$ cat config.mk
export PLATFORM = sky130hd
export DESIGN_NAME = lbs_front
export DESIGN_NICKNAME = d
export VERILOG_FILES = /design/src/rtl/lbs_pkg.sv /design/src/rtl/lbs_front.sv
export SDC_FILE = /design/constraint.sdc
export NUM_CORES = 1
export LEC_CHECK = 0
export BUFFER_PORTS_ARGS = -buffer_cell sky130_fd_sc_hd__buf_2
export CAP_MARGIN = 10
export CELL_PAD_IN_SITES_DETAIL_PLACEMENT = 0
export CELL_PAD_IN_SITES_GLOBAL_PLACEMENT = 1
export CORE_MARGIN = 3
export CORE_UTILIZATION = 48
export CTS_BUF_LIST = sky130_fd_sc_hd__clkbuf_16
export CTS_CLUSTER_DIAMETER = 50
export DETAILED_ROUTE_END_ITERATION = 8
export PLACE_DENSITY_LB_ADDON = 0.2
export SYNTH_ARGS = -nofsm -noshare
export SYNTH_HDL_FRONTEND = slang
export SYNTH_SLANG_ARGS = --single-unit
$ cat constraint.sdc
create_clock -name clock -period 40.2 [get_ports clock]
set_clock_uncertainty 0.1 [all_clocks]
set_input_delay 12.06 -clock clock [delete_from_list [all_inputs] [get_ports clock]]
set_output_delay 12.06 -clock clock [all_outputs]
set_load 0.03 [all_outputs]
$ cat src/rtl/lbs_pkg.sv
// Shared types, constants and helper functions for the linear blend skinning block.
package lbs_pkg;

   localparam int BONE_COUNT   = 64;
   localparam int VALUE_WIDTH  = 32;
   localparam int BONE_WIDTH   = 6;
   localparam int ELEM_WIDTH   = 4;
   localparam int DATA_WIDTH   = 32;
   localparam int WEIGHT_WIDTH = 16;
   localparam int CMD_WIDTH    = 2;
   localparam int ADDR_WIDTH   = $clog2(BONE_COUNT * 16);
   localparam int OPND_WIDTH   = DATA_WIDTH + 1;
   localparam int PROD_WIDTH   = 2 * OPND_WIDTH;
   localparam int ACC_WIDTH    = 52;
   localparam int SUM_WIDTH    = 48;
   localparam int OUT_WIDTH    = 32;
   localparam int QUEUE_DEPTH  = 2;
   localparam int STEP_WIDTH   = 7;

   localparam logic [CMD_WIDTH-1:0] CMD_LOAD_WORLD = 2'd0;
   localparam logic [CMD_WIDTH-1:0] CMD_LOAD_INV   = 2'd1;
   localparam logic [CMD_WIDTH-1:0] CMD_ATTACH     = 2'd2;

   localparam logic [1:0] SRC_INPUT     = 2'd0;
   localparam logic [1:0] SRC_MATRIX    = 2'd1;
   localparam logic [1:0] SRC_TRANSLATE = 2'd2;
   localparam logic [1:0] SRC_LINEAR    = 2'd3;

   localparam logic [2:0] DST_WPOS     = 3'd0;
   localparam logic [2:0] DST_WNORM    = 3'd1;
   localparam logic [2:0] DST_DELTA    = 3'd2;
   localparam logic [2:0] DST_POS_SUM  = 3'd3;
   localparam logic [2:0] DST_NORM_SUM = 3'd4;

   localparam logic [STEP_WIDTH-1:0] DELTA_BASE = 7'd6;
   localparam logic [STEP_WIDTH-1:0] DELTA_END  = 7'd54;
   localparam logic [STEP_WIDTH-1:0] BLEND_BASE = 7'd55;
   localparam logic [STEP_WIDTH-1:0] BLEND_END  = 7'd76;
   localparam logic [STEP_WIDTH-1:0] LAST_STEP  = 7'd77;

   localparam logic signed [ACC_WIDTH-1:0] VALUE_MAX = ACC_WIDTH'((64'sd1 <<< (VALUE_WIDTH - 1)) - 1);
   localparam logic signed [ACC_WIDTH-1:0] VALUE_MIN = -VALUE_MAX - 1;
   localparam logic signed [SUM_WIDTH:0]   SUM_MAX   = (SUM_WIDTH+1)'((64'sd1 <<< (SUM_WIDTH - 1)) - 1);
   localparam logic signed [SUM_WIDTH:0]   SUM_MIN   = -SUM_MAX - 1;
   localparam logic signed [SUM_WIDTH-1:0] OUT_MAX   = SUM_WIDTH'((64'sd1 <<< (OUT_WIDTH - 1)) - 1);
   localparam logic signed [SUM_WIDTH-1:0] OUT_MIN   = -OUT_MAX - 1;

   typedef struct packed {
      logic [CMD_WIDTH-1:0]           cmd;
      logic [BONE_WIDTH-1:0]          bone_index;
      logic [ELEM_WIDTH-1:0]          element_index;
      logic signed [DATA_WIDTH-1:0]   matrix_value;
      logic signed [DATA_WIDTH-1:0]   rest_pos_x;
      logic signed [DATA_WIDTH-1:0]   rest_pos_y;
      logic signed [DATA_WIDTH-1:0]   rest_pos_z;
      logic signed [DATA_WIDTH-1:0]   rest_norm_x;
      logic signed [DATA_WIDTH-1:0]   rest_norm_y;
      logic signed [DATA_WIDTH-1:0]   rest_norm_z;
      logic [WEIGHT_WIDTH-1:0]        weight;
      logic                           last_attachment;
   } item_type;

   typedef struct packed {
      logic       valid;
      logic [1:0] src;
      logic       use_normal;
      logic [1:0] row;
      logic [1:0] col;
      logic [1:0] k;
      logic       frac16;
      logic       first;
      logic       last;
      logic [2:0] dest;
   } op_type;

   function automatic op_type decode_step(input logic [STEP_WIDTH-1:0] step);
      op_type op;
      logic [STEP_WIDTH-1:0] d;
      logic [3:0] e;
      logic [4:0] p;
      logic [1:0] i;
      logic [1:0] j;
      logic [2:0] r;
      op = '0;
      d = '0;
      e = '0;
      p = '0;
      i = '0;
      j = '0;
      r = '0;
      if (step < 7'd3) begin
         op.valid = 1'b1;
         op.src   = SRC_INPUT;
         op.row   = step[1:0];
         op.first = 1'b1;
         op.last  = 1'b1;
         op.dest  = DST_WPOS;
      end else if (step < DELTA_BASE) begin
         d = step - 7'd3;
         op.valid      = 1'b1;
         op.src        = SRC_INPUT;
         op.use_normal = 1'b1;
         op.row        = d[1:0];
         op.first      = 1'b1;
         op.last       = 1'b1;
         op.dest       = DST_WNORM;
      end else if (step < DELTA_END) begin
         d = step - DELTA_BASE;
         e = d[5:2];
         i = (e >= 4'd9) ? 2'd3 : (e >= 4'd6) ? 2'd2 : (e >= 4'd3) ? 2'd1 : 2'd0;
         j = 2'(int'(e) - 3 * int'(i));
         op.valid  = 1'b1;
         op.src    = SRC_MATRIX;
         op.row    = i;
         op.col    = j;
         op.k      = d[1:0];
         op.frac16 = 1'b1;
         op.first  = (d[1:0] == 2'd0);
         op.last   = (d[1:0] == 2'd3);
         op.dest   = DST_DELTA;
      end else if (step >= BLEND_BASE && step < BLEND_END) begin
         d = step - BLEND_BASE;
         p = d[4:0];
         j = (p >= 5'd14) ? 2'd2 : (p >= 5'd7) ? 2'd1 : 2'd0;
         r = 3'(int'(p) - 7 * int'(j));
         op.valid = 1'b1;
         op.col   = j;
         if (r == 3'd0) begin
            op.src   = SRC_TRANSLATE;
            op.row   = 2'd3;
            op.first = 1'b1;
            op.dest  = DST_POS_SUM;
         end else if (r < 3'd4) begin
            op.src    = SRC_LINEAR;
            op.row    = 2'(r - 3'd1);
            op.frac16 = 1'b1;
            op.last   = (r == 3'd3);
            op.dest   = DST_POS_SUM;
         end else begin
            op.src        = SRC_LINEAR;
            op.use_normal = 1'b1;
            op.row        = 2'(r - 3'd4);
            op.frac16     = 1'b1;
            op.first      = (r == 3'd4);
            op.last       = (r == 3'd6);
            op.dest       = DST_NORM_SUM;
         end
      end
      return op;
   endfunction

   function automatic logic signed [DATA_WIDTH-1:0] sat_value(
      input logic signed [ACC_WIDTH-1:0] v);
      logic signed [ACC_WIDTH-1:0] c;
      c = v;
      if (v > VALUE_MAX) c = VALUE_MAX;
      if (v < VALUE_MIN) c = VALUE_MIN;
      return c[DATA_WIDTH-1:0];
   endfunction

   function automatic logic signed [SUM_WIDTH-1:0] sat_sum(
      input logic signed [SUM_WIDTH:0] v);
      logic signed [SUM_WIDTH:0] c;
      c = v;
      if (v > SUM_MAX) c = SUM_MAX;
      if (v < SUM_MIN) c = SUM_MIN;
      return c[SUM_WIDTH-1:0];
   endfunction

   function automatic logic signed [OUT_WIDTH-1:0] sat_out(
      input logic signed [SUM_WIDTH-1:0] v);
      logic signed [SUM_WIDTH-1:0] c;
      c = v;
      if (v > OUT_MAX) c = OUT_MAX;
      if (v < OUT_MIN) c = OUT_MIN;
      return c[OUT_WIDTH-1:0];
   endfunction

endpackage

$ cat src/rtl/lbs_front.sv
// Front end: accepts and classifies input transactions and queues them for the back end.
module lbs_front (
   input  logic                clock,
   input  logic                reset,
   input  logic                req_valid,
   output logic                req_stall,
   input  lbs_pkg::item_type   req_item,
   output logic                q_valid,
   output lbs_pkg::item_type   q_item,
   input  logic                q_pop
);

   localparam int PTR_WIDTH = (lbs_pkg::QUEUE_DEPTH > 1) ? $clog2(lbs_pkg::QUEUE_DEPTH) : 1;
   localparam int CNT_WIDTH = $clog2(lbs_pkg::QUEUE_DEPTH + 1);
   localparam logic [PTR_WIDTH-1:0] PTR_LAST = PTR_WIDTH'(lbs_pkg::QUEUE_DEPTH - 1);
   localparam logic [CNT_WIDTH-1:0] CNT_FULL = CNT_WIDTH'(lbs_pkg::QUEUE_DEPTH);

   lbs_pkg::item_type      queue_ff [lbs_pkg::QUEUE_DEPTH];
   logic [PTR_WIDTH-1:0]   wr_ptr_ff, wr_ptr_in;
   logic [PTR_WIDTH-1:0]   rd_ptr_ff, rd_ptr_in;
   logic [CNT_WIDTH-1:0]   count_ff, count_in;
   logic                   keep;
   logic                   push;
   logic                   bone_ok;

   assign bone_ok = (int'(req_item.bone_index) < lbs_pkg::BONE_COUNT);

   always_comb begin
      case (req_item.cmd)
         lbs_pkg::CMD_LOAD_WORLD, lbs_pkg::CMD_LOAD_INV: keep = bone_ok;
         lbs_pkg::CMD_ATTACH:                            keep = 1'b1;
         default:                                        keep = 1'b0;
      endcase
   end

   assign req_stall = (count_ff == CNT_FULL);
   assign push      = req_valid && !req_stall && keep;
   assign q_valid   = (count_ff != '0);
   assign q_item    = queue_ff[rd_ptr_ff];

   always_comb begin
      wr_ptr_in = wr_ptr_ff;
      rd_ptr_in = rd_ptr_ff;
      count_in  = count_ff;
      if (push) begin
         wr_ptr_in = (wr_ptr_ff == PTR_LAST) ? '0 : wr_ptr_ff + 1'b1;
      end
      if (q_pop) begin
         rd_ptr_in = (rd_ptr_ff == PTR_LAST) ? '0 : rd_ptr_ff + 1'b1;
      end
      if (push && !q_pop) begin
         count_in = count_ff + 1'b1;
      end else if (q_pop && !push) begin
         count_in = count_ff - 1'b1;
      end
   end

   always_ff @(posedge clock) begin
      if (reset) begin
         wr_ptr_ff <= '0;
         rd_ptr_ff <= '0;
         count_ff  <= '0;
      end else begin
         wr_ptr_ff <= wr_ptr_in;
         rd_ptr_ff <= rd_ptr_in;
         count_ff  <= count_in;
      end
   end

   always_ff @(posedge clock) begin
      if (push) begin
         queue_ff[wr_ptr_ff] <= req_item;
      end
   end

endmodule

; ---- Word level (Yosys, flattened, before mapping)
; Memories as Yosys holds them, arrays and structs flattened. A register that Yosys moved wholly into a read port is not among the register bits.
; Cells that the tools add are included.
[word_totals]
ff_bits = 4
ram_bits = 506
in_bits = 257
out_inout_bits = 255
wordCells = 31
n_memories = 1
[classes]
add_sub_neg = 4
n_eq_ne = 3
n_mux = 9
n_reduce_logical = 11
[memory_table]
columns = name, words, word_bits, rd, rd_clocked_by_memory_dff, write_ports, line_no
row1 = queue_ff, 2, 253, 1, 1, 1, lbs_front.sv:18  ; lbs_pkg::item_type queue_ff [lbs_pkg::QUEUE_DEPTH];
[ops]
columns = op, count
row1 = two-way mux 1 bit, 7
row2 = == test 2 bit (second input constant), 2
row3 = logical AND 1 bit, 4
row4 = two-way mux 2 bit, 2
row5 = nonzero test 2 bit, 2
row6 = logical NOT 1 bit, 3
row7 = OR reduction 3 bit, 1
row8 = adder 1 bit (second input constant), 2
row9 = adder 2 x 1 -> 2 bit (second input constant), 1
row10 = == test 2 x 1 -> 1 bit (second input constant), 1
row11 = logical NOT 2 bit, 1
row12 = subtractor 2 x 1 -> 2 bit (second input constant), 1

; ---- Longest topological paths before layout
; Gate-level depths: netlist of run 1.
[depth]
word_depth = 8
ltp_mapped = 6

; ---- Worst setup path after synthesis of run 1
; Ideal clock, no wire load.
[synth_path]
kind = input -> register
startpoint = input port req_item[251] (netlist name)
endpoint = memory queue_ff[0][0] (netlist name), enable pin
setup_time_ps = 901
arrival_ps = 23455
slack_ps = 15744
cell_stages = 2
n_path_buf = 0
path_cell_list = a211oi_4 -> nor2b_1
[synth_via]
elab_chain_cells = 6
word_cells_on_any_way = 8
cone_classes = 2 x eq/ne / 3 x mux / 3 x reduce/logical
[synth_lines]
columns = element, line_no
row1 = "start, declared", lbs_front.sv:7  ; input lbs_pkg::item_type req_item,
row2 = "== test 2 bit, or another cell as far along", lbs_front.sv:29  ; case (req_item.cmd)
row3 = OR reduction 3 bit (no source line) *, --
row4 = two-way mux 1 bit *, lbs_front.sv:29
row5 = logical AND 1 bit *, lbs_front.sv:37  ; assign push = req_valid && !req_stall && keep;
row6 = two-way mux 1 bit *, lbs_front.sv:71  ; if (push) begin
row7 = two-way mux 1 bit (not written as such) *, lbs_front.sv:72  ; queue_ff[wr_ptr_ff] <= req_item;
row8 = "end, declared", lbs_front.sv:18
; Every way passes the cells marked *; elsewhere a longest branch is shown, timed or not.

==> flow_metrics.env, run 1 <==
export IMPL_dr_pass1_iters=4
export IMPL_hold_path_class="reg -> reg"
export IMPL_cts_setup_buffers=0
export IMPL_path_buf_inv=4
export IMPL_cts_sinks=511
export IMPL_hold_ws_ps=398
export IMPL_dp_hpwl_mm=30.3
export IMPL_ys_ff_latch=511
export IMPL_cts_htree_levels=2
export IMPL_root_buffer="clkbuf_16"
export IMPL_worstPathRequired_ps=28040
export IMPL_wl_mm=42.8
export IMPL_power_per_cell_area_mw_per_mm2=55.5
export IMPL_top_level_ports=512
export IMPL_grt_remaining_overflow=0
export IMPL_setup_viol=0
export IMPL_worstPathArrival_ps=4410
export IMPL_fin_crit_ps=16570
export IMPL_cts_buffers_inserted=52
export IMPL_vias_per_cell=4.92
export IMPL_reg2reg_from="count_ff[1]$_SDFFE_PP0P_"
export IMPL_critPathSlowestCell="buf_4"
export IMPL_routedWlPerCell_um=22.2
export IMPL_finalHoldViolations=0
export IMPL_outcome="finished clean"
export IMPL_worstSetupPathType="reg -> out"
export IMPL_slowest_delay_ps=960
export IMPL_grtUsageMet1_pct=21.7
export IMPL_dieArea_mm2=0.0424
export IMPL_crit_path_max_fanout=65
export IMPL_clk_pin_slew_ps=50
export IMPL_first_global_vias=9657
export IMPL_synth_net_count=1070
export IMPL_die_w_um=206
export IMPL_ys_warnings_count=0
export IMPL_grtUsageMet2_pct=32.7
export IMPL_slew_violations=0
export IMPL_synthesis_area_mm2=0.0192
export IMPL_synth_seq_area_share_pct=79.7
export IMPL_area_growth_pct=24.5
export IMPL_portBuffers=511
export IMPL_vias=9498
export IMPL_drive_above_1_share_pct=61.1
export IMPL_postCtsResizedCells=0
export IMPL_grt_pass1_wl_mm=59.1
export IMPL_fp_coreArea_mm2=0.0391
export IMPL_leakagePower_nw=9.31
export IMPL_vdd_drop_max_uv=38.4
export IMPL_ant_nets=0
export IMPL_syn_inst=812
export IMPL_clock_latency_ps=560
export IMPL_worstSetupStartpointType="register"
export IMPL_fp_row_count=72
export IMPL_nNetsFinal=1618
export IMPL_die_h_um=206
export IMPL_synth_distinct_cells=19
export IMPL_min_delay_start="count_ff[1]$_SDFFE_PP0P_"
export IMPL_finalSetupTns_ps=0
export IMPL_cp_cell_sequence="buf_4 > buf_4 > buf_4 > mux2_4 > buf_2"
export IMPL_max_cap_viol_count=0
export IMPL_cp_common_cell="buf_4"
export IMPL_grt_antenna_before_repair=23
export IMPL_slew_headroom_pct=20.7
export IMPL_cts_tree="yes"
export IMPL_gp_congestion=0.829
export IMPL_start_util_pct=49.1
export IMPL_busiest_layer="met2"
export IMPL_finalCritPeriodShare_pct=41.2
export IMPL_grt_max_degree=75
export IMPL_drt_initial_drc_count=495
export IMPL_end_kind="output pin"
export IMPL_fmax_mhz=60.4
export IMPL_synth_avg_cell_area_um2=23.6
export IMPL_globalRouteTotalUtil_pct=19.0
export IMPL_ctsHoldBuffers=0
export IMPL_worstMarginPinSlew_ps=1190
export IMPL_drc=0
export IMPL_rsz0062_at_grt="no"
export IMPL_crit_family="buffers and inverters"
export IMPL_grt_use_met3_pct=6.95
export IMPL_clockBufferDepth=3
area by class of cell:
cell class / instances / area [um2]
inverter: 2 / 7.51
clock buffer: 53 / 1330
antenna: 15 / 37.5
sequential: 511 / 15300
multi-input combinational: 271 / 3640
timing repair buffer: 522 / 2640
tap: 518 / 648
fill: 2918 / 15200
clock inverter: 38 / 308
cell usage in the layout (no fill, tap or decap), types with 2 or more instances in the layout:
master	instances
buf_2	511
buf_4	11
bufinv_16	5
clkbuf_16	53
clkinv_1	5
clkinv_2	10
dfxtp_1	4
diode_2	15
edfxtp_1	506
inv_1	16
mux2_2	83
mux2_4	171
nor2_1	4
xor2_1	2
worst paths after layout:
| check | endpoint | slack [ps] | depth (start not counted) |
|---|---|---|---|
| setup / recovery | q_item[230] | 23630 | 5 |
| hold / removal | count_ff[1]$_SDFFE_PP0P_ | 400 | 2 |
| setup reg to reg | queue_ff[1][95]$_DFFE_PP_ | 36490 | 5 |
| hold reg to reg | count_ff[1]$_SDFFE_PP0P_ | 400 | 2 |
cell usage after synthesis:
| library cell | n | share of area (%) |
|---|---|---|
| edfxtp_1 | 506 | 79 |
| mux2_4 | 171 | 13 |
| mux2_2 | 83 | 4.9 |
| buf_6 | 20 | 1.2 |
| buf_2 | 8 | 0.21 |
| dfxtp_1 | 5 | 0.52 |
| nor2_1 | 4 | 0.078 |
| inv_1 | 2 | 0.039 |
| nor2b_1 | 2 | 0.065 |
| xor2_1 | 2 | 0.091 |
| a211oi_4 | 1 | 0.10 |
| a21oi_1 | 1 | 0.026 |
| and2_1 | 1 | 0.033 |
| ha_1 | 1 | 0.065 |
| nor2b_2 | 1 | 0.046 |
| o21ai_0 | 1 | 0.026 |
| or2_2 | 1 | 0.033 |
| or3_1 | 1 | 0.033 |
| xnor2_1 | 1 | 0.046 |
state kept, by name, summed over array words and instances, names as in the netlist, named ones only:
name / flops
rd_ptr_ff: 1
count_ff: 2
wr_ptr_ff: 1
queue_ff: 506
worst reg2reg max path, stage by stage (launching register included):
cell	delay, ps
dfxtp_1	320
nor2b_2	190
a211oi_4	320
and2_4	840
buf_4	840
buf_4	720
metal layers:
metal	up-vias	part of all wire, %
met2	346	51
li1	4365	-
met3	83	8.9
met5	-	0.27
met1	4686	37
met4	18	2.9
cells by family (layout without fill, tap and decap cells):
kind of cell	count (synthesis)	count (layout)	share of synthesized area [%]
other cells	0	15	0
compound gates	3	3	0.156
flops	511	511	79.7
simple gates	10	10	0.287
xor+xnor	3	3	0.137
mux	254	254	18.2
fa+ha+maj	1	1	0.0652
buf+inv	30	615	1.42
power breakdown:
part           switching [mW]  total [mW]  internal, mW
registers              0.0124       0.649         0.637
logic                   0.140       0.221        0.0801
clock network           0.188       0.458         0.270
total                   0.341        1.33         0.987
metrics by stage:
step                      total power [mW]  util, %  std cells  setup slack (ps)  instance area, um2
after global placement               0.882     56.9       1824             24200               22200
final                                 1.33     61.1       1930             23630               23900
after CTS                             1.34     61.0       1915             23530               23900
after floorplan                      0.831        -        812             15740               19200
after detailed placement             0.885     56.9       1824             24130               22200
after global routing                  1.38     61.1       1924             23350               23900
Power figures use the tool's default switching activity.
==> run 2, diff against run 1 <==
CORE_UTILIZATION = 40   (was 48)
clock period = 14.55 ns   (was 40.2 ns; I/O delays follow)
==> run 2 against run 1 <==
Design area is 0.88% higher. Sequential cell count stayed put. First-iteration DRC count stayed put. Hold slack worse by 1.3 ps. Critical path depth is 2 lower. Sequential share of layout area is 0.56 points lower. Final cell count is 4.8% higher. Combinational power grew to 2.8 times the previous value. Total power grew to 2.8 times the previous value. Via count is 0.44% lower. Worst setup slack worse by 17000 ps.
==> flow_metrics.env, run 2 (synthesized netlist as in run 1, its figures left out) <==
export IMPL_die_w_um=225
export IMPL_clock_latency_ps=570
export IMPL_cp_cell_sequence="buf_4 > mux2_2 > buf_2"
export IMPL_fin_area_mm2=0.0241
export IMPL_clockBufferDepth=3
export IMPL_wl_mm=42.6
export IMPL_setup_viol=0
export IMPL_fillerInstances=3858
export IMPL_nNetsFinal=1617
export IMPL_vdd_drop_max_uv=109
export IMPL_crit_family="buffers and inverters"
export IMPL_crit_path_max_fanout=69
export IMPL_grt_pass1_wl_mm=59.5
export IMPL_routedWlPerCell_um=21.1
export IMPL_clk_pin_slew_ps=60
export IMPL_finalHoldViolations=0
export IMPL_largest_registers="queue_ff x506, count_ff x2"
export IMPL_postPlaceCellArea_mm2=0.0223
export IMPL_worstPathArrival_ps=3400
export IMPL_cts_setup_buffers=0
export IMPL_min_delay_start="count_ff[1]$_SDFFE_PP0P_"
export IMPL_root_buffer="clkbuf_16"
export IMPL_worstMarginPinSlew_ps=1250
export IMPL_power_per_cell_area_mw_per_mm2=155
export IMPL_area_growth_pct=25.6
export IMPL_final_cell_mix="buf_2 (511), edfxtp_1 (506), mux2_4 (171), mux2_2 (83), clkbuf_16 (57)"
export IMPL_grt_antenna_before_repair=25
export IMPL_globalRouteTotalUtil_pct=15.8
export IMPL_slowest_delay_ps=1040
export IMPL_gp_congestion=0.756
export IMPL_hold_depth=2
export IMPL_hold_path_class="reg -> reg"
export IMPL_worstSetupStartpointType="register"
export IMPL_fp_row_count=79
export IMPL_top_level_ports=512
export IMPL_leakagePower_nw=9.35
export IMPL_dp_hpwl_mm=29.0
export IMPL_rr_worst_depth=5
export IMPL_grt_max_degree=152
export IMPL_worstPathRequired_ps=10090
export IMPL_critPathSlowestCell="buf_4"
export IMPL_cts_htree_levels=2
export IMPL_outcome="finished clean"
export IMPL_ant_nets=0
export IMPL_cp_depth=3
export IMPL_reg2reg_from="count_ff[1]$_SDFFE_PP0P_"
export IMPL_place_ws_ps=6550
export IMPL_ctsHoldBuffers=0
export IMPL_postCtsResizedCells=0
export IMPL_fp_coreArea_mm2=0.0470
export IMPL_rsz0062_at_grt="no"
export IMPL_worstSetupPathType="reg -> out"
export IMPL_largest_reg_flops=506
export IMPL_p_total_mw=3.73
export IMPL_die_h_um=225
export IMPL_cts_sinks=511
export IMPL_drt_initial_drc_count=495
export IMPL_final_common_cell="buf_2"
export IMPL_layout_setup_ws_ps=6690
export IMPL_finalCritPeriodShare_pct=54.0
export IMPL_path_buf_inv=2
export IMPL_max_cap_viol_count=0
export IMPL_cts_tree="yes"
export IMPL_cts_buffers_inserted=55
export IMPL_fin_crit_ps=7860
export IMPL_dr_pass1_iters=4
export IMPL_grt_remaining_overflow=0
export IMPL_fmax_mhz=127
export IMPL_slew_headroom_pct=16.5
export IMPL_end_kind="output pin"
export IMPL_vias_per_cell=4.68
export IMPL_slew_violations=0
export IMPL_drc=0
export IMPL_finalSetupTns_ps=0
export IMPL_portBuffers=511
export IMPL_drive_above_1_share_pct=60.7
export IMPL_top_register="queue_ff"
export IMPL_dieArea_mm2=0.0506
export IMPL_vias=9456
export IMPL_start_util_pct=40.9
export IMPL_first_global_vias=9843
run 2: worst register-to-register path, cell delays in order, from the launching register on:
cell,delay (ps)
dfxtp_1,320
nor2b_2,180
a211oi_4,300
and2_4,770
buf_4,830
buf_4,860
run 2: final cells by class:
type / count / area, um2 / area share, %
antenna: 13 / 32.5 / 0.135
inverter: 2 / 7.51 / 0.0311
clock inverter: 43 / 317 / 1.31
clock buffer: 57 / 1430 / 5.92
timing repair buffer: 518 / 2640 / 10.9
sequential: 511 / 15300 / 63.4
tap: 607 / 759 / 3.15
multi-input combinational: 271 / 3640 / 15.1
run 2: final timing paths:
check                                     to  slack, ps
setup / recovery                   q_item[5]       6690
hold / removal      count_ff[1]$_SDFFE_PP0P_        400
setup reg to reg  queue_ff[1][201]$_DFFE_PP_      10750
hold reg to reg     count_ff[1]$_SDFFE_PP0P_        400
run 2: metrics by stage:
step / util (%) / hold slack [ps] / instances
2_1_floorplan: - / 356 / 812
3_3_place_gp: 47.6 / 377 / 1909
4_1_cts: 51.3 / 404 / 2009
5_1_grt: 51.3 / 434 / 2017
6_report: 51.4 / 397 / 2022
3_5_place_dp: 47.6 / 397 / 1909
run 2: report_power, final:
group,total [mW],switching (mW),leakage [nW],internal [mW]
clock network,1.33,0.537,0.918,0.792
registers,1.79,0.0327,4.72,1.76
logic,0.612,0.390,3.71,0.222
total,3.73,0.960,9.35,2.77
run 2: routing by layer:
layer	share of wire (%)	global-route usage (%)	vias to the layer above	routed length, um
li1	-	-	4357	-
met1	37	17.7	4656	15800
met2	51	27.0	324	21500
met3	8.7	6.29	95	3700
met4	3.4	6.77	24	1440
met5	0.34	0	-	145
